File: src/design/fpsc_pkg.sv
// Shared constants, codes and types of the frame pacing sleep controller.
package fpsc_pkg;

    localparam int TIME_WIDTH_DEF  = 32;
    localparam int COUNT_WIDTH_DEF = 16;
    localparam int SLEEP_LIMIT_DEF = 160;
    localparam int QUEUE_DEPTH_DEF = 2;

    localparam int PERIOD_WIDTH     = 20;
    localparam int LEVEL_WIDTH      = 9;
    localparam int REQUEST_WIDTH    = 8;
    localparam int STAMP_WIDTH      = 32;
    localparam int FRAME_TIME_WIDTH = 32;
    localparam int DELTA_WIDTH      = 12;
    localparam int MAX_TIME_WIDTH   = 64;
    localparam int MAX_COUNT_WIDTH  = 32;

    localparam int PADDR_WIDTH = 2;
    localparam int PDATA_WIDTH = 32;
    localparam logic [PADDR_WIDTH-1:0] ADDR_TARGET_PERIOD = 2'd0;
    localparam logic [PERIOD_WIDTH-1:0] PERIOD_RESET = 20'd16666;

    localparam int ONE_SECOND_US   = 1000000;
    localparam int MS_US           = 1000;
    localparam int HALF_MS_US      = 500;
    localparam int HALF_PERIOD_DIV = 2000;
    localparam int DELTA_SAT       = 1023;

    // Division by 2000 is a shift by 4 and then by 125; division by 1000 is a
    // shift by 3 and then by 125. Each division by 125 is a reciprocal multiply
    // whose error stays below one unit for the input range it sees.
    localparam int HALF_PRE_SHIFT = 4;
    localparam int MS_PRE_SHIFT   = 3;
    localparam int CORR_NUM_WIDTH = 21;
    localparam int RECIP_HALF     = 67109;
    localparam int RECIP_HALF_W   = 17;
    localparam int RECIP_HALF_SH  = 23;
    localparam int RECIP_MS       = 268436;
    localparam int RECIP_MS_W     = 19;
    localparam int RECIP_MS_SH    = 25;

    typedef enum logic {
        REQ_TICK    = 1'b0,
        REQ_RESTART = 1'b1
    } req_type_t;

    // One classified word handed from the front part to the back part.
    typedef struct packed {
        req_type_t                    kind;
        logic                         window_done;
        logic                         slow;
        logic [MAX_TIME_WIDTH-1:0]    elapsed;
        logic [MAX_COUNT_WIDTH-1:0]   frames;
        logic [FRAME_TIME_WIDTH-1:0]  frame_time;
    } fpsc_cmd_t;

endpackage

File: src/design/fpsc_if.sv
// Handshake interfaces for the input word and the result word.
interface fpsc_item_if;
    logic                                  valid;
    logic                                  ready;
    logic                                  req_type;
    logic [fpsc_pkg::STAMP_WIDTH-1:0]      now_us;

    modport source (output valid, output req_type, output now_us, input ready);
    modport sink (input valid, input req_type, input now_us, output ready);
endinterface

interface fpsc_result_if;
    logic                                      valid;
    logic                                      ready;
    logic [fpsc_pkg::REQUEST_WIDTH-1:0]        sleep_request_ms;
    logic signed [fpsc_pkg::LEVEL_WIDTH-1:0]   sleep_level;
    logic [fpsc_pkg::FRAME_TIME_WIDTH-1:0]     frame_time_us;

    modport source (output valid, output sleep_request_ms, output sleep_level,
                    output frame_time_us, input ready);
    modport sink (input valid, input sleep_request_ms, input sleep_level,
                  input frame_time_us, output ready);
endinterface

File: src/design/frame_pacing_sleep_controller_unit.sv
// Top level of the frame pacing sleep controller: register port and part wiring.
//
//  Port      Kind            Word
//  item      valid/ready in  req_type, now_us
//  result    valid/ready out sleep_request_ms, sleep_level, frame_time_us
//  p*        APB             target_period_us at byte address 0
//
// In the back part a plain tick goes through S_APPLY and a restart through S_HALF,
// both then through S_EMIT. A tick that closes a one second window first waits in
// S_AVG on the serial divider for the window average, one quotient bit per cycle,
// then S_CORR where needed. Rounding to ms and the restart level are reciprocal
// multiplies. While the queue is not full, the front part accepts words into it
// as the back part works or the result register waits. Reset clears all control
// state and loads the period register with 16666; no clearing pass is needed.
module frame_pacing_sleep_controller_unit #(
    parameter int TIME_WIDTH  = fpsc_pkg::TIME_WIDTH_DEF,
    parameter int COUNT_WIDTH = fpsc_pkg::COUNT_WIDTH_DEF,
    parameter int SLEEP_LIMIT = fpsc_pkg::SLEEP_LIMIT_DEF,
    parameter int QUEUE_DEPTH = fpsc_pkg::QUEUE_DEPTH_DEF
) (
    input  logic                                clk,
    input  logic                                rst_n,
    fpsc_item_if.sink                           item,
    fpsc_result_if.source                       result,
    input  logic                                psel,
    input  logic                                penable,
    input  logic                                pwrite,
    input  logic [fpsc_pkg::PADDR_WIDTH-1:0]    paddr,
    input  logic [fpsc_pkg::PDATA_WIDTH-1:0]    pwdata,
    output logic [fpsc_pkg::PDATA_WIDTH-1:0]    prdata,
    output logic                                pready
);

    localparam int WIDE_W    = (TIME_WIDTH > COUNT_WIDTH) ? TIME_WIDTH : COUNT_WIDTH;
    localparam int DIV_WIDTH = (WIDE_W > 21) ? WIDE_W : 21;

    logic [fpsc_pkg::PERIOD_WIDTH-1:0] period_reg;
    logic                              period_sel;

    fpsc_pkg::fpsc_cmd_t  front_cmd, back_cmd;
    logic                 q_push, q_pop, q_full, q_empty;
    logic                 div_start, div_done;
    logic [DIV_WIDTH-1:0] div_dividend, div_divisor, div_quotient;

    assign period_sel = (paddr == fpsc_pkg::ADDR_TARGET_PERIOD);
    assign pready     = 1'b1;
    assign prdata     = period_sel ? fpsc_pkg::PDATA_WIDTH'(period_reg) : '0;

    always_ff @(posedge clk or negedge rst_n)
    begin
        if (!rst_n)
            period_reg <= fpsc_pkg::PERIOD_RESET;
        else if (psel && penable && pwrite && period_sel)
            period_reg <= pwdata[fpsc_pkg::PERIOD_WIDTH-1:0];
    end

    fpsc_front #(
        .TIME_WIDTH  (TIME_WIDTH),
        .COUNT_WIDTH (COUNT_WIDTH)
    ) u_front (
        .clk           (clk),
        .rst_n         (rst_n),
        .item          (item),
        .target_period (period_reg),
        .q_full        (q_full),
        .q_push        (q_push),
        .cmd           (front_cmd)
    );

    fpsc_queue #(
        .DEPTH (QUEUE_DEPTH)
    ) u_queue (
        .clk      (clk),
        .rst_n    (rst_n),
        .push     (q_push),
        .data_in  (front_cmd),
        .pop      (q_pop),
        .data_out (back_cmd),
        .full     (q_full),
        .empty    (q_empty)
    );

    fpsc_div #(
        .WIDTH (DIV_WIDTH)
    ) u_div (
        .clk      (clk),
        .rst_n    (rst_n),
        .start    (div_start),
        .dividend (div_dividend),
        .divisor  (div_divisor),
        .done     (div_done),
        .quotient (div_quotient)
    );

    fpsc_back #(
        .TIME_WIDTH  (TIME_WIDTH),
        .COUNT_WIDTH (COUNT_WIDTH),
        .SLEEP_LIMIT (SLEEP_LIMIT),
        .DIV_WIDTH   (DIV_WIDTH)
    ) u_back (
        .clk           (clk),
        .rst_n         (rst_n),
        .target_period (period_reg),
        .q_empty       (q_empty),
        .cmd           (back_cmd),
        .q_pop         (q_pop),
        .div_start     (div_start),
        .div_dividend  (div_dividend),
        .div_divisor   (div_divisor),
        .div_done      (div_done),
        .div_quotient  (div_quotient),
        .result        (result)
    );

endmodule

File: src/design/fpsc_front.sv
// Front part: accepts words, keeps the stamps and frame count, classifies each word.
module fpsc_front #(
    parameter int TIME_WIDTH  = fpsc_pkg::TIME_WIDTH_DEF,
    parameter int COUNT_WIDTH = fpsc_pkg::COUNT_WIDTH_DEF
) (
    input  logic                                  clk,
    input  logic                                  rst_n,
    fpsc_item_if.sink                             item,
    input  logic [fpsc_pkg::PERIOD_WIDTH-1:0]     target_period,
    input  logic                                  q_full,
    output logic                                  q_push,
    output fpsc_pkg::fpsc_cmd_t                   cmd
);

    logic [TIME_WIDTH-1:0]  last_stamp_reg, last_stamp_next;
    logic [TIME_WIDTH-1:0]  win_start_reg, win_start_next;
    logic [COUNT_WIDTH-1:0] frames_reg, frames_next;

    logic [TIME_WIDTH-1:0]  now_t;
    logic [TIME_WIDTH-1:0]  period_t;
    logic [TIME_WIDTH-1:0]  frame_dt;
    logic [TIME_WIDTH-1:0]  elapsed;
    logic [TIME_WIDTH-1:0]  lft;
    logic [COUNT_WIDTH-1:0] frames_inc;
    logic                   restart;
    logic                   win_done;

    always_comb
    begin
        now_t      = TIME_WIDTH'(item.now_us);
        period_t   = TIME_WIDTH'(target_period);
        frame_dt   = now_t - last_stamp_reg;
        elapsed    = now_t - win_start_reg;
        frames_inc = (frames_reg == '1) ? frames_reg : frames_reg + 1'b1;
        restart    = (item.req_type == fpsc_pkg::REQ_RESTART);
        win_done   = !restart && (elapsed >= TIME_WIDTH'(fpsc_pkg::ONE_SECOND_US));
        lft        = restart ? period_t : frame_dt;

        last_stamp_next = now_t;
        win_start_next  = (restart || win_done) ? now_t : win_start_reg;
        frames_next     = (restart || win_done) ? '0 : frames_inc;

        cmd.kind        = restart ? fpsc_pkg::REQ_RESTART : fpsc_pkg::REQ_TICK;
        cmd.window_done = win_done;
        cmd.slow        = (lft >= period_t);
        cmd.elapsed     = fpsc_pkg::MAX_TIME_WIDTH'(elapsed);
        cmd.frames      = fpsc_pkg::MAX_COUNT_WIDTH'(frames_inc);
        cmd.frame_time  = (lft != '0) ? fpsc_pkg::FRAME_TIME_WIDTH'(lft)
                                      : fpsc_pkg::FRAME_TIME_WIDTH'(target_period);
    end

    assign item.ready = !q_full;
    assign q_push     = item.valid && !q_full;

    always_ff @(posedge clk or negedge rst_n)
    begin
        if (!rst_n)
        begin
            last_stamp_reg <= '0;
            win_start_reg  <= '0;
            frames_reg     <= '0;
        end
        else if (q_push)
        begin
            last_stamp_reg <= last_stamp_next;
            win_start_reg  <= win_start_next;
            frames_reg     <= frames_next;
        end
    end

endmodule

File: src/design/fpsc_queue.sv
// Short queue of classified words between the front and back parts.
module fpsc_queue #(
    parameter int DEPTH = fpsc_pkg::QUEUE_DEPTH_DEF
) (
    input  logic                 clk,
    input  logic                 rst_n,
    input  logic                 push,
    input  fpsc_pkg::fpsc_cmd_t  data_in,
    input  logic                 pop,
    output fpsc_pkg::fpsc_cmd_t  data_out,
    output logic                 full,
    output logic                 empty
);

    localparam int PTR_W = (DEPTH > 1) ? $clog2(DEPTH) : 1;
    localparam int CNT_W = $clog2(DEPTH + 1);

    fpsc_pkg::fpsc_cmd_t slots_reg [DEPTH];
    logic [PTR_W-1:0] wr_ptr_reg, rd_ptr_reg;
    logic [CNT_W-1:0] count_reg;

    assign full     = (count_reg == CNT_W'(DEPTH));
    assign empty    = (count_reg == '0);
    assign data_out = slots_reg[rd_ptr_reg];

    always_ff @(posedge clk)
    begin
        if (push)
            slots_reg[wr_ptr_reg] <= data_in;
    end

    always_ff @(posedge clk or negedge rst_n)
    begin
        if (!rst_n)
        begin
            wr_ptr_reg <= '0;
            rd_ptr_reg <= '0;
            count_reg  <= '0;
        end
        else
        begin
            if (push)
                wr_ptr_reg <= (wr_ptr_reg == PTR_W'(DEPTH - 1)) ? '0 : wr_ptr_reg + 1'b1;
            if (pop)
                rd_ptr_reg <= (rd_ptr_reg == PTR_W'(DEPTH - 1)) ? '0 : rd_ptr_reg + 1'b1;
            if (push && !pop)
                count_reg <= count_reg + 1'b1;
            else if (pop && !push)
                count_reg <= count_reg - 1'b1;
        end
    end

endmodule

File: src/design/fpsc_div.sv
// Restoring serial divider, one quotient bit per cycle.
module fpsc_div #(
    parameter int WIDTH = 32
) (
    input  logic             clk,
    input  logic             rst_n,
    input  logic             start,
    input  logic [WIDTH-1:0] dividend,
    input  logic [WIDTH-1:0] divisor,
    output logic             done,
    output logic [WIDTH-1:0] quotient
);

    localparam int CNT_W = $clog2(WIDTH + 1);

    logic [WIDTH-1:0] rem_reg, quo_reg, dsr_reg;
    logic [CNT_W-1:0] cnt_reg;
    logic             busy_reg;
    logic             done_reg;

    logic [WIDTH:0]   rem_sh;
    logic [WIDTH:0]   trial;

    always_comb
    begin
        rem_sh = {rem_reg, quo_reg[WIDTH-1]};
        trial  = rem_sh - {1'b0, dsr_reg};
    end

    always_ff @(posedge clk)
    begin
        if (start)
        begin
            rem_reg <= '0;
            quo_reg <= dividend;
            dsr_reg <= divisor;
        end
        else if (busy_reg)
        begin
            // A borrow out of the trial subtraction means the quotient bit is zero.
            if (!trial[WIDTH])
            begin
                rem_reg <= trial[WIDTH-1:0];
                quo_reg <= {quo_reg[WIDTH-2:0], 1'b1};
            end
            else
            begin
                rem_reg <= rem_sh[WIDTH-1:0];
                quo_reg <= {quo_reg[WIDTH-2:0], 1'b0};
            end
        end
    end

    always_ff @(posedge clk or negedge rst_n)
    begin
        if (!rst_n)
        begin
            busy_reg <= 1'b0;
            done_reg <= 1'b0;
            cnt_reg  <= '0;
        end
        else
        begin
            done_reg <= 1'b0;
            if (start)
            begin
                busy_reg <= 1'b1;
                cnt_reg  <= CNT_W'(WIDTH);
            end
            else if (busy_reg)
            begin
                cnt_reg <= cnt_reg - 1'b1;
                if (cnt_reg == CNT_W'(1))
                begin
                    busy_reg <= 1'b0;
                    done_reg <= 1'b1;
                end
            end
        end
    end

    assign done     = done_reg;
    assign quotient = quo_reg;

endmodule

File: src/design/fpsc_back.sv
// Back part: window correction, sleep level update and the result register.
module fpsc_back #(
    parameter int TIME_WIDTH  = fpsc_pkg::TIME_WIDTH_DEF,
    parameter int COUNT_WIDTH = fpsc_pkg::COUNT_WIDTH_DEF,
    parameter int SLEEP_LIMIT = fpsc_pkg::SLEEP_LIMIT_DEF,
    parameter int DIV_WIDTH   = 32
) (
    input  logic                                clk,
    input  logic                                rst_n,
    input  logic [fpsc_pkg::PERIOD_WIDTH-1:0]   target_period,
    input  logic                                q_empty,
    input  fpsc_pkg::fpsc_cmd_t                 cmd,
    output logic                                q_pop,
    output logic                                div_start,
    output logic [DIV_WIDTH-1:0]                div_dividend,
    output logic [DIV_WIDTH-1:0]                div_divisor,
    input  logic                                div_done,
    input  logic [DIV_WIDTH-1:0]                div_quotient,
    fpsc_result_if.source                       result
);

    localparam int LW = fpsc_pkg::LEVEL_WIDTH;
    localparam int DW = fpsc_pkg::DELTA_WIDTH;
    localparam int WW = DW + 1;
    localparam logic signed [LW-1:0] LIM_L  = LW'(SLEEP_LIMIT);
    localparam logic signed [LW-1:0] NLIM_L = -LIM_L;
    localparam logic signed [WW-1:0] LIM_W  = WW'(SLEEP_LIMIT);
    localparam logic signed [WW-1:0] NLIM_W = -LIM_W;

    localparam int HALF_IN_W   = fpsc_pkg::PERIOD_WIDTH - fpsc_pkg::HALF_PRE_SHIFT;
    localparam int HALF_PROD_W = HALF_IN_W + fpsc_pkg::RECIP_HALF_W;
    localparam int HALF_Q_W    = HALF_PROD_W - fpsc_pkg::RECIP_HALF_SH;
    localparam int MS_IN_W     = fpsc_pkg::CORR_NUM_WIDTH - fpsc_pkg::MS_PRE_SHIFT;
    localparam int MS_PROD_W   = MS_IN_W + fpsc_pkg::RECIP_MS_W;
    localparam int MS_Q_W      = MS_PROD_W - fpsc_pkg::RECIP_MS_SH;
    localparam logic [fpsc_pkg::RECIP_HALF_W-1:0] RECIP_HALF_L =
        fpsc_pkg::RECIP_HALF_W'(fpsc_pkg::RECIP_HALF);
    localparam logic [fpsc_pkg::RECIP_MS_W-1:0] RECIP_MS_L =
        fpsc_pkg::RECIP_MS_W'(fpsc_pkg::RECIP_MS);

    typedef enum logic [2:0] {
        S_IDLE,
        S_AVG,
        S_CORR,
        S_HALF,
        S_APPLY,
        S_EMIT
    } state_t;

    state_t                                  state_reg;
    fpsc_pkg::fpsc_cmd_t                     cmd_reg;
    logic signed [LW-1:0]                    level_reg;
    logic signed [DW-1:0]                    delta_reg;
    logic                                    corr_neg_reg;
    logic                                    div_start_reg;
    logic [DIV_WIDTH-1:0]                    dividend_reg, divisor_reg;
    logic                                    out_valid_reg;
    logic [fpsc_pkg::REQUEST_WIDTH-1:0]      out_request_reg;
    logic signed [LW-1:0]                    out_level_reg;
    logic [fpsc_pkg::FRAME_TIME_WIDTH-1:0]   out_frame_time_reg;

    logic [DIV_WIDTH-1:0]  period_d;
    logic                  avg_over;
    logic [DIV_WIDTH-1:0]  diff_pos, diff_neg, corr_num;
    logic                  diff_sat, diff_small;
    logic [HALF_IN_W-1:0]  half_in;
    logic [HALF_PROD_W-1:0] half_prod;
    logic [HALF_Q_W-1:0]   half_q;
    logic [MS_IN_W-1:0]    ms_in;
    logic [MS_PROD_W-1:0]  ms_prod;
    logic [MS_Q_W-1:0]     ms_q;
    logic signed [DW-1:0]  delta_q;
    logic signed [LW-1:0]  half_level;
    logic signed [WW-1:0]  lvl_wide;
    logic signed [LW-1:0]  lvl_clamp, lvl_step;
    logic                  out_free;

    always_comb
    begin
        period_d   = DIV_WIDTH'(target_period);
        avg_over   = (div_quotient >= period_d);
        diff_pos   = div_quotient - period_d;
        diff_neg   = period_d - div_quotient;
        diff_sat   = (diff_pos > DIV_WIDTH'(fpsc_pkg::DELTA_SAT * fpsc_pkg::MS_US));
        diff_small = (diff_neg <= DIV_WIDTH'(fpsc_pkg::HALF_MS_US));
        // Round half up for a positive difference; a negative one rounds its magnitude half down.
        corr_num   = avg_over ? diff_pos + DIV_WIDTH'(fpsc_pkg::HALF_MS_US)
                              : diff_neg + DIV_WIDTH'(fpsc_pkg::HALF_MS_US - 1);

        // The rounded numerator held in dividend_reg is below 2^21 here.
        ms_in   = dividend_reg[fpsc_pkg::CORR_NUM_WIDTH-1:fpsc_pkg::MS_PRE_SHIFT];
        ms_prod = ms_in * RECIP_MS_L;
        ms_q    = ms_prod[MS_PROD_W-1:fpsc_pkg::RECIP_MS_SH];
        delta_q = corr_neg_reg ? $signed(DW'(~ms_q + 1'b1)) : $signed(DW'(ms_q));

        half_in    = target_period[fpsc_pkg::PERIOD_WIDTH-1:fpsc_pkg::HALF_PRE_SHIFT];
        half_prod  = half_in * RECIP_HALF_L;
        half_q     = half_prod[HALF_PROD_W-1:fpsc_pkg::RECIP_HALF_SH];
        half_level = (half_q > HALF_Q_W'(SLEEP_LIMIT)) ? LIM_L : half_q[LW-1:0];

        lvl_wide = $signed({{(WW - LW){level_reg[LW-1]}}, level_reg})
                 - $signed({delta_reg[DW-1], delta_reg});
        if (lvl_wide > LIM_W)
            lvl_clamp = LIM_L;
        else if (lvl_wide < NLIM_W)
            lvl_clamp = NLIM_L;
        else
            lvl_clamp = lvl_wide[LW-1:0];

        if (cmd_reg.slow)
            lvl_step = (lvl_clamp > NLIM_L) ? lvl_clamp - 9'sd1 : lvl_clamp;
        else
            lvl_step = (lvl_clamp < LIM_L) ? lvl_clamp + 9'sd1 : lvl_clamp;

        out_free = !out_valid_reg || result.ready;
    end

    assign q_pop = (state_reg == S_IDLE) && !q_empty;

    always_ff @(posedge clk or negedge rst_n)
    begin
        if (!rst_n)
        begin
            state_reg     <= S_IDLE;
            level_reg     <= '0;
            div_start_reg <= 1'b0;
            out_valid_reg <= 1'b0;
        end
        else
        begin
            div_start_reg <= 1'b0;
            if (out_valid_reg && result.ready)
                out_valid_reg <= 1'b0;

            case (state_reg)
                S_IDLE:
                begin
                    if (!q_empty)
                    begin
                        cmd_reg   <= cmd;
                        delta_reg <= '0;
                        if (cmd.kind == fpsc_pkg::REQ_RESTART)
                        begin
                            state_reg <= S_HALF;
                        end
                        else if (cmd.window_done)
                        begin
                            dividend_reg  <= DIV_WIDTH'(cmd.elapsed[TIME_WIDTH-1:0]);
                            divisor_reg   <= DIV_WIDTH'(cmd.frames[COUNT_WIDTH-1:0]);
                            div_start_reg <= 1'b1;
                            state_reg     <= S_AVG;
                        end
                        else
                        begin
                            state_reg <= S_APPLY;
                        end
                    end
                end
                S_AVG:
                begin
                    if (div_done)
                    begin
                        if (avg_over && diff_sat)
                        begin
                            delta_reg <= DW'(fpsc_pkg::DELTA_SAT);
                            state_reg <= S_APPLY;
                        end
                        else if (!avg_over && diff_small)
                        begin
                            state_reg <= S_APPLY;
                        end
                        else
                        begin
                            corr_neg_reg <= !avg_over;
                            dividend_reg <= corr_num;
                            state_reg    <= S_CORR;
                        end
                    end
                end
                S_CORR:
                begin
                    delta_reg <= delta_q;
                    state_reg <= S_APPLY;
                end
                S_HALF:
                begin
                    level_reg <= half_level;
                    state_reg <= S_EMIT;
                end
                S_APPLY:
                begin
                    level_reg <= lvl_step;
                    state_reg <= S_EMIT;
                end
                S_EMIT:
                begin
                    if (out_free)
                    begin
                        out_valid_reg      <= 1'b1;
                        out_level_reg      <= level_reg;
                        out_request_reg    <= (level_reg > 0) ? level_reg[7:0] : '0;
                        out_frame_time_reg <= cmd_reg.frame_time;
                        state_reg          <= S_IDLE;
                    end
                end
                default:
                begin
                    state_reg <= S_IDLE;
                end
            endcase
        end
    end

    assign div_start              = div_start_reg;
    assign div_dividend           = dividend_reg;
    assign div_divisor            = divisor_reg;
    assign result.valid           = out_valid_reg;
    assign result.sleep_request_ms = out_request_reg;
    assign result.sleep_level     = out_level_reg;
    assign result.frame_time_us   = out_frame_time_reg;

    a_div_start_waits: assert property (@(posedge clk) disable iff (!rst_n)
        div_start_reg |-> (state_reg == S_AVG))
        else $error("divider started while the back part does not wait for it");

    a_div_done_waits: assert property (@(posedge clk) disable iff (!rst_n)
        div_done |-> (state_reg == S_AVG))
        else $error("divider finished while the back part does not wait for it");

    a_pop_leaves_idle: assert property (@(posedge clk) disable iff (!rst_n)
        q_pop |=> (state_reg != S_IDLE))
        else $error("back part stayed idle after taking a word from the queue");

    a_request_matches_level: assert property (@(posedge clk) disable iff (!rst_n)
        out_valid_reg |-> (out_request_reg == ((out_level_reg > 0) ? out_level_reg[7:0] : 8'd0)))
        else $error("sleep request does not match the positive part of the level");

endmodule

File: src/flat_wrapper.sv
// flat-port wrapper written by rule: the top's interface ports become plain ports
module frame_pacing_sleep_controller_unit_flat 
#(
    parameter int TIME_WIDTH  = fpsc_pkg::TIME_WIDTH_DEF,
    parameter int COUNT_WIDTH = fpsc_pkg::COUNT_WIDTH_DEF,
    parameter int SLEEP_LIMIT = fpsc_pkg::SLEEP_LIMIT_DEF,
    parameter int QUEUE_DEPTH = fpsc_pkg::QUEUE_DEPTH_DEF
)
  (clk, rst_n, psel, penable, pwrite, paddr, pwdata, prdata, pready, item_valid, item_req_type, item_now_us, item_ready, result_valid, result_sleep_request_ms, result_sleep_level, result_frame_time_us, result_ready);
  fpsc_item_if item_i ();
  fpsc_result_if result_i ();
  input  logic clk;
  input  logic rst_n;
  input  logic psel;
  input  logic penable;
  input  logic pwrite;
  input  logic [fpsc_pkg::PADDR_WIDTH-1:0] paddr;
  input  logic [fpsc_pkg::PDATA_WIDTH-1:0] pwdata;
  output logic [fpsc_pkg::PDATA_WIDTH-1:0] prdata;
  output logic pready;
  input wire logic [$bits(item_i.valid)-1:0] item_valid;
  input wire logic [$bits(item_i.req_type)-1:0] item_req_type;
  input wire logic [$bits(item_i.now_us)-1:0] item_now_us;
  output wire logic [$bits(item_i.ready)-1:0] item_ready;
  output wire logic [$bits(result_i.valid)-1:0] result_valid;
  output wire logic [$bits(result_i.sleep_request_ms)-1:0] result_sleep_request_ms;
  output wire logic [$bits(result_i.sleep_level)-1:0] result_sleep_level;
  output wire logic [$bits(result_i.frame_time_us)-1:0] result_frame_time_us;
  input wire logic [$bits(result_i.ready)-1:0] result_ready;
  assign item_i.valid = item_valid;
  assign item_i.req_type = item_req_type;
  assign item_i.now_us = item_now_us;
  assign item_ready = item_i.ready;
  assign result_valid = result_i.valid;
  assign result_sleep_request_ms = result_i.sleep_request_ms;
  assign result_sleep_level = result_i.sleep_level;
  assign result_frame_time_us = result_i.frame_time_us;
  assign result_i.ready = result_ready;
  frame_pacing_sleep_controller_unit #(.TIME_WIDTH(TIME_WIDTH), .COUNT_WIDTH(COUNT_WIDTH), .SLEEP_LIMIT(SLEEP_LIMIT), .QUEUE_DEPTH(QUEUE_DEPTH)) u_core (.clk(clk), .rst_n(rst_n), .item(item_i), .result(result_i), .psel(psel), .penable(penable), .pwrite(pwrite), .paddr(paddr), .pwdata(pwdata), .prdata(prdata), .pready(pready));
endmodule
File: config.mk
export PLATFORM = sky130hd
export DESIGN_NAME = frame_pacing_sleep_controller_unit_flat
export DESIGN_NICKNAME = d
export VERILOG_FILES = /design/src/design/fpsc_pkg.sv /design/src/design/fpsc_if.sv /design/src/design/frame_pacing_sleep_controller_unit.sv /design/src/design/fpsc_front.sv /design/src/design/fpsc_queue.sv /design/src/design/fpsc_div.sv /design/src/design/fpsc_back.sv /design/src/flat_wrapper.sv
export SDC_FILE = /design/constraint.sdc
export NUM_CORES = 2
export LEC_CHECK = 0
export ABC_AREA = 1
export BUFFER_PORTS_ARGS = -buffer_cell sky130_fd_sc_hd__clkbuf_2
export CORE_UTILIZATION = 25
export CTS_CLUSTER_DIAMETER = 80
export DETAILED_ROUTE_END_ITERATION = 16
export SLEW_MARGIN = 30
export SYNTH_ARGS = -nofsm -noshare
export SYNTH_HDL_FRONTEND = slang
export SYNTH_HIERARCHICAL = 1
export SYNTH_SLANG_ARGS = --single-unit
File: constraint.sdc
create_clock -name clk -period 9.45 [get_ports clk]
set_input_delay 2.3625 -clock clk [delete_from_list [all_inputs] [get_ports clk]]
set_output_delay 2.3625 -clock clk [all_outputs]
set_load 0.005 [all_outputs]
; ---- Word level (Yosys, flattened, before mapping)
; Memory sizes are Yosys's and may differ from the RTL's.
; Cells that the tools add are included.
[word_totals]
register_bits = 349
ram_bits = 166
elab_cells = 175
n_memories = 1
[mem_list]
columns = memory, words, word_bits, read_ports, rd_ports_with_merged_regs, wr, line_no
row1 = u_core.u_queue.slots_reg, 2, 83, 1, 0, 1, fpsc_queue.sv:18  ; fpsc_pkg::fpsc_cmd_t slots_reg [DEPTH];
[op_classes]
addsub = 17
multipliers = 2
magnitude_cmp = 11
n_eq_ne = 16
mux = 59
bitwise = 5
n_reduce_logical = 38
[ops]
columns = op, n
row1 = 2-to-1 mux 32 bit, 12
row2 = "adder 32 x 9 -> 32 bit, second input constant", 2
row3 = greater-or-equal comparator 32 x 20 -> 1 bit, 2
row4 = case mux 32 bit (2 select lines), 1
row5 = subtractor 32 bit, 2
row6 = 2-to-1 mux 9 bit, 6
row7 = 2-to-1 mux 12 bit, 4
row8 = case mux 12 bit (3 select lines), 1
row9 = "multiplier 18 x 17 -> 35 bit, second input constant", 1
row10 = "multiplier 16 x 17 -> 33 bit, second input constant", 1
row11 = subtractor 33 x 16 -> 33 bit, 1
row12 = "greater-or-equal comparator 32 x 20 -> 1 bit, second input constant", 1
row13 = "greater-than comparator 32 x 20 -> 1 bit, second input constant", 1
row14 = "less-or-equal comparator 32 x 9 -> 1 bit, second input constant", 1
row15 = 2-to-1 mux 16 bit, 2
row16 = nonzero test 32 bit, 1
row17 = subtractor 20 x 32 -> 32 bit, 1
row18 = subtractor 32 x 20 -> 32 bit, 1
row19 = 2-to-1 mux 3 bit, 7
row20 = 2-to-1 mux 20 bit, 1
row21 = 2-to-1 mux 1 bit, 19
row22 = case mux 9 bit (2 select lines), 1
row23 = "adder 16 x 1 -> 16 bit, second input constant", 1
row24 = "equality test 16 bit, second input constant", 1
row25 = 38 further kinds, 77

; ---- Logic depth before layout (Yosys ltp)
[depth]
word_depth = 8
depth_mapped = 30
ltp_nobuf = 30

; ---- Modules after synthesis
; The synthesis kept the hierarchy.
[modules_own_cells]
columns = mod, instances, cells_each, area_each_um2, seq_area_each_um2
row1 = fpsc_back, 1, 2608, 20368.3, 4644.5
row2 = fpsc_front, 1, 1710, 10018.4, 2001.9
row3 = fpsc_queue, 1, 433, 9990.8, 7967.6
row4 = fpsc_div, 1, 1024, 6942.9, 2762.6
row5 = frame_pacing_sleep_controller_unit, 1, 149, 1114.8, 506.7

; ---- Worst setup path before layout
; Ideal clock, no wire load.
[synth_timing]
path_type = input -> register
from = input port item_valid
to = memory u_core/u_queue/slots_reg[0][0] (netlist bit) (enable)
setup_time_ps = 623
arrival_time_ps = 8946
slack_ps = -119
path_stages = 6
n_path_buf = 2
path_cell_list = nand2_1 > inv_1 > clkbuf_1 > clkbuf_1 > inv_1 > nor2_1
[synth_between]
elab_chain_len = 3
[synth_lines]
columns = item, line_no
row1 = "start, declared", flat_wrapper.sv:21  ; input wire logic [$bits(item_i.valid)-1:0] item_valid;
row2 = logical AND 1 bit, fpsc_front.sv:53  ; assign q_push = item.valid && !q_full;
row3 = via u_core.q_push, frame_pacing_sleep_controller_unit.sv:41  ; logic q_push, q_pop, q_full, q_empty;
row4 = 2-to-1 mux 1 bit, fpsc_queue.sv:28  ; if (push)
row5 = 2-to-1 mux 1 bit (not written as such), fpsc_queue.sv:29  ; slots_reg[wr_ptr_reg] <= data_in;
row6 = "end, declared", fpsc_queue.sv:18
; The timed path passes the listed nets, and every way through them passes these cells.

; ---- Final worst setup path
[layout_timing]
from = register u_core.u_back.dividend_reg[9] (netlist: u_core/u_back/div_dividend[9])
to = register u_core.u_back.delta_reg[8] (data pin)
[layout_between]
elab_chain_len = 5
[layout_lines]
columns = item, line_no
row1 = "start, declared", fpsc_back.sv:56  ; logic [DIV_WIDTH-1:0] dividend_reg, divisor_reg;
row2 = "start signal, assigned", fpsc_back.sv:148  ; dividend_reg <= DIV_WIDTH'(cmd.elapsed[TIME_WIDTH-1:0]);
row3 = "start signal, assigned", fpsc_back.sv:175  ; dividend_reg <= corr_num;
row4 = multiplier 18 x 17 -> 35 bit (*), fpsc_back.sv:92  ; ms_prod = ms_in * RECIP_MS_L;
row5 = inverter 12 bit, fpsc_back.sv:94  ; delta_q = corr_neg_reg ? $signed(DW'(~ms_q + 1'b1)) : $signed(DW'(ms_q));
row6 = adder 12 x 1 -> 12 bit, fpsc_back.sv:94
row7 = 2-to-1 mux 12 bit (*), fpsc_back.sv:94
row8 = case mux 12 bit (3 select lines) (*), fpsc_back.sv:135  ; case (state_reg)
row9 = "end signal, assigned", fpsc_back.sv:165  ; delta_reg <= DW'(fpsc_pkg::DELTA_SAT);
row10 = "end signal, assigned", fpsc_back.sv:182  ; delta_reg <= delta_q;
row11 = "end, declared", fpsc_back.sv:53  ; logic signed [DW-1:0] delta_reg;
; Every way passes the cells marked *; elsewhere a longest branch is shown, timed or not.
; A chain may end at the register's enable or synchronous reset.

==> results.tsv <==
metric	value	unit
status	finished, violations left	
violations	design-rule violations	
clk_latency	0.66	ns
required	9.80	ns
clockBufferDepth	3	
cap_violations	0	
wl_per_cell	14.6	um
place.gp.congestion	0.934	
setup_viol	0	
end_kind	flop	
r2r_cells	24	
design.core.area	176000	um^2
largest_reg_flops	166	
h-tree-depth	2	
tns	0	ns
place_hpwl	96.6	mm
r2r_end	u_core/u_back/delta_reg[8]	
io_buffers	132	
regArea	15000	um^2
grt_max_degree	76	
maxSlewViolCount	0	
post_cts_buffers	0	
area_growth	11.6	%
cts_resized	0	
worstReg2RegStart	u_core/u_back/div_dividend[9]	
slowest_stage	edfxtp_1	
cp_max_fo	7	
die_h	424	um
worstSetupStartpoint	u_core/u_back/div_dividend[9]	
fin_skew	0.0406	ns
drc	2	
postRouteAntennaNets	0	
fill_cells	19083	
antenna_found_initial	9	
synth.avg_cell_area	7.78	um^2
period_share	0.673	
rsz0062_at_grt	false	
clock_sinks	531	
slew_headroom	0.378	
wirelength	121	mm
io-pin-count	158	
clk_pin_slew_worst_paths	0.07	ns
finalCriticalPeriod	6.36	ns
firstDrtPassIters	13	
cts_made_buffers	58	
grt_pass1_wl	190	mm
cp-start-kind	flop	
cts_tree	built	
critPathCapture	u_core/u_back/delta_reg[8]	
dr_total_vias	36431	
grt.total_usage	0.131	
drt_iter0_markers	2120	
hold_viol	0	
path_cells	ha_1 > ha_1 > fa_1 > inv_1 > fa_1 > inv_1 > fa_1 > inv_1 > fa_1 > inv_1 > ha_1 > nand2_1 > nor4_1 > nand3_1 > nand3_1 > xnor2_1 > ha_1 > inv_1 > nor3_1 > nand3_1 > nand2_1 > nand3_1 > nand3_1 > nand2_1	
max_stage_delay	0.63	ns
synth_cells	5730	
r2r_slack	3.09	ns
multiInputGateArea	24700	um^2
timing.fmax	157	MHz
whs_path_depth	0	
hold_path.class	reg -> reg	
synth_warnings	6	
die-width	424	um
dieArea	180000	um^2
cts_root_buf	clkbuf_16	
drive_above_1_share	0.0953	
grt_pass1_vias	35195	
via_per_inst	4.42	
num_rows	154	
path_class	reg -> reg	
ctsHoldBuffers	0	
cp.arrival	6.70	ns
initial_core_util	0.252	
mappedNetlistArea	44600	um^2
grt-ovfl-total	0	
worstMarginPinSlew	0.921	ns
nets	6463	
[worst min-delay path by stage]
stage,start,end,slack (ns)
floorplan,u_core/u_back/cmd_reg[0],u_core/u_back/result.frame_time_us[0],0.40
global placement,u_core/u_back/div_divisor[5],u_core/u_div/dsr_reg[5],0.40
detailed placement,u_core/u_back/cmd_reg[26],u_core/u_back/result.frame_time_us[26],0.40
CTS,u_core/u_back/cmd_reg[4],u_core/u_back/result.frame_time_us[4],0.41
global route,u_core/u_back/cmd_reg[6],u_core/u_back/result.frame_time_us[6],0.42
finish,u_core/u_back/cmd_reg[4],u_core/u_back/result.frame_time_us[4],0.41
[layout make-up]
class,instances,share of cell area
antenna,2,0.000101
inverter,1082,0.0818
multi-input combinational,4011,0.497
clock buffer,71,0.0320
clock inverter,39,0.00961
tap,2340,0.0589
sequential,531,0.302
timing repair buffer,162,0.0184
[metrics by stage]
step                      setup WS (ns)  std cells  area, um^2  hold slack (ns)   util
after floorplan                    1.96       5756       44700            0.400      -
after global placement             3.20       8125       47600            0.403  0.270
after detailed placement           3.16       8125       47600            0.405  0.270
after CTS                          3.17       8235       49700            0.414  0.282
after global routing               2.72       8238       49700            0.420  0.282
final                              3.09       8238       49700            0.413  0.282
[worst max-delay path, delay by kind of cell, from the launching register on]
kind	cells	cell delay, ns
buf+inv	5	0.26
simple gates	10	1.71
flops	1	0.63
fa+ha+maj	8	3.24
xor+xnor	1	0.21
[routing by layer]
metal	up-vias	wire length [um]	GRT usage	part of all wire
li1	18488	-	-	-
met1	17067	54300	0.171	0.45
met2	708	57600	0.227	0.48
met3	154	5540	0.0143	0.046
met4	14	3140	0.0374	0.026
met5	-	86	0	0.00071
[layout by cell type, fill, tap and decap left out, types with 22 or more instances in the layout]
| master | n |
|---|---|
| dfrtp_1 | 119 |
| nand2_1 | 1617 |
| inv_1 | 1047 |
| xnor2_1 | 37 |
| a21o_1 | 26 |
| ha_1 | 452 |
| nand3_1 | 346 |
| clkbuf_16 | 60 |
| dfxtp_1 | 32 |
| nor2_1 | 398 |
| nand3_2 | 22 |
| mux2_2 | 24 |
| nand4_1 | 69 |
| clkbuf_2 | 131 |
| nand2_2 | 32 |
| buf_4 | 28 |
| nor3_1 | 48 |
| xor2_1 | 75 |
| edfxtp_1 | 373 |
| conb_1 | 29 |
| fa_1 | 91 |
| inv_2 | 26 |
| nor2_2 | 27 |
| mux2_4 | 59 |
| a21oi_1 | 231 |
| o21ai_0 | 178 |
Power is not shown: default switching activity piles up to over one toggle a cycle in this logic, so the estimate is an artifact.
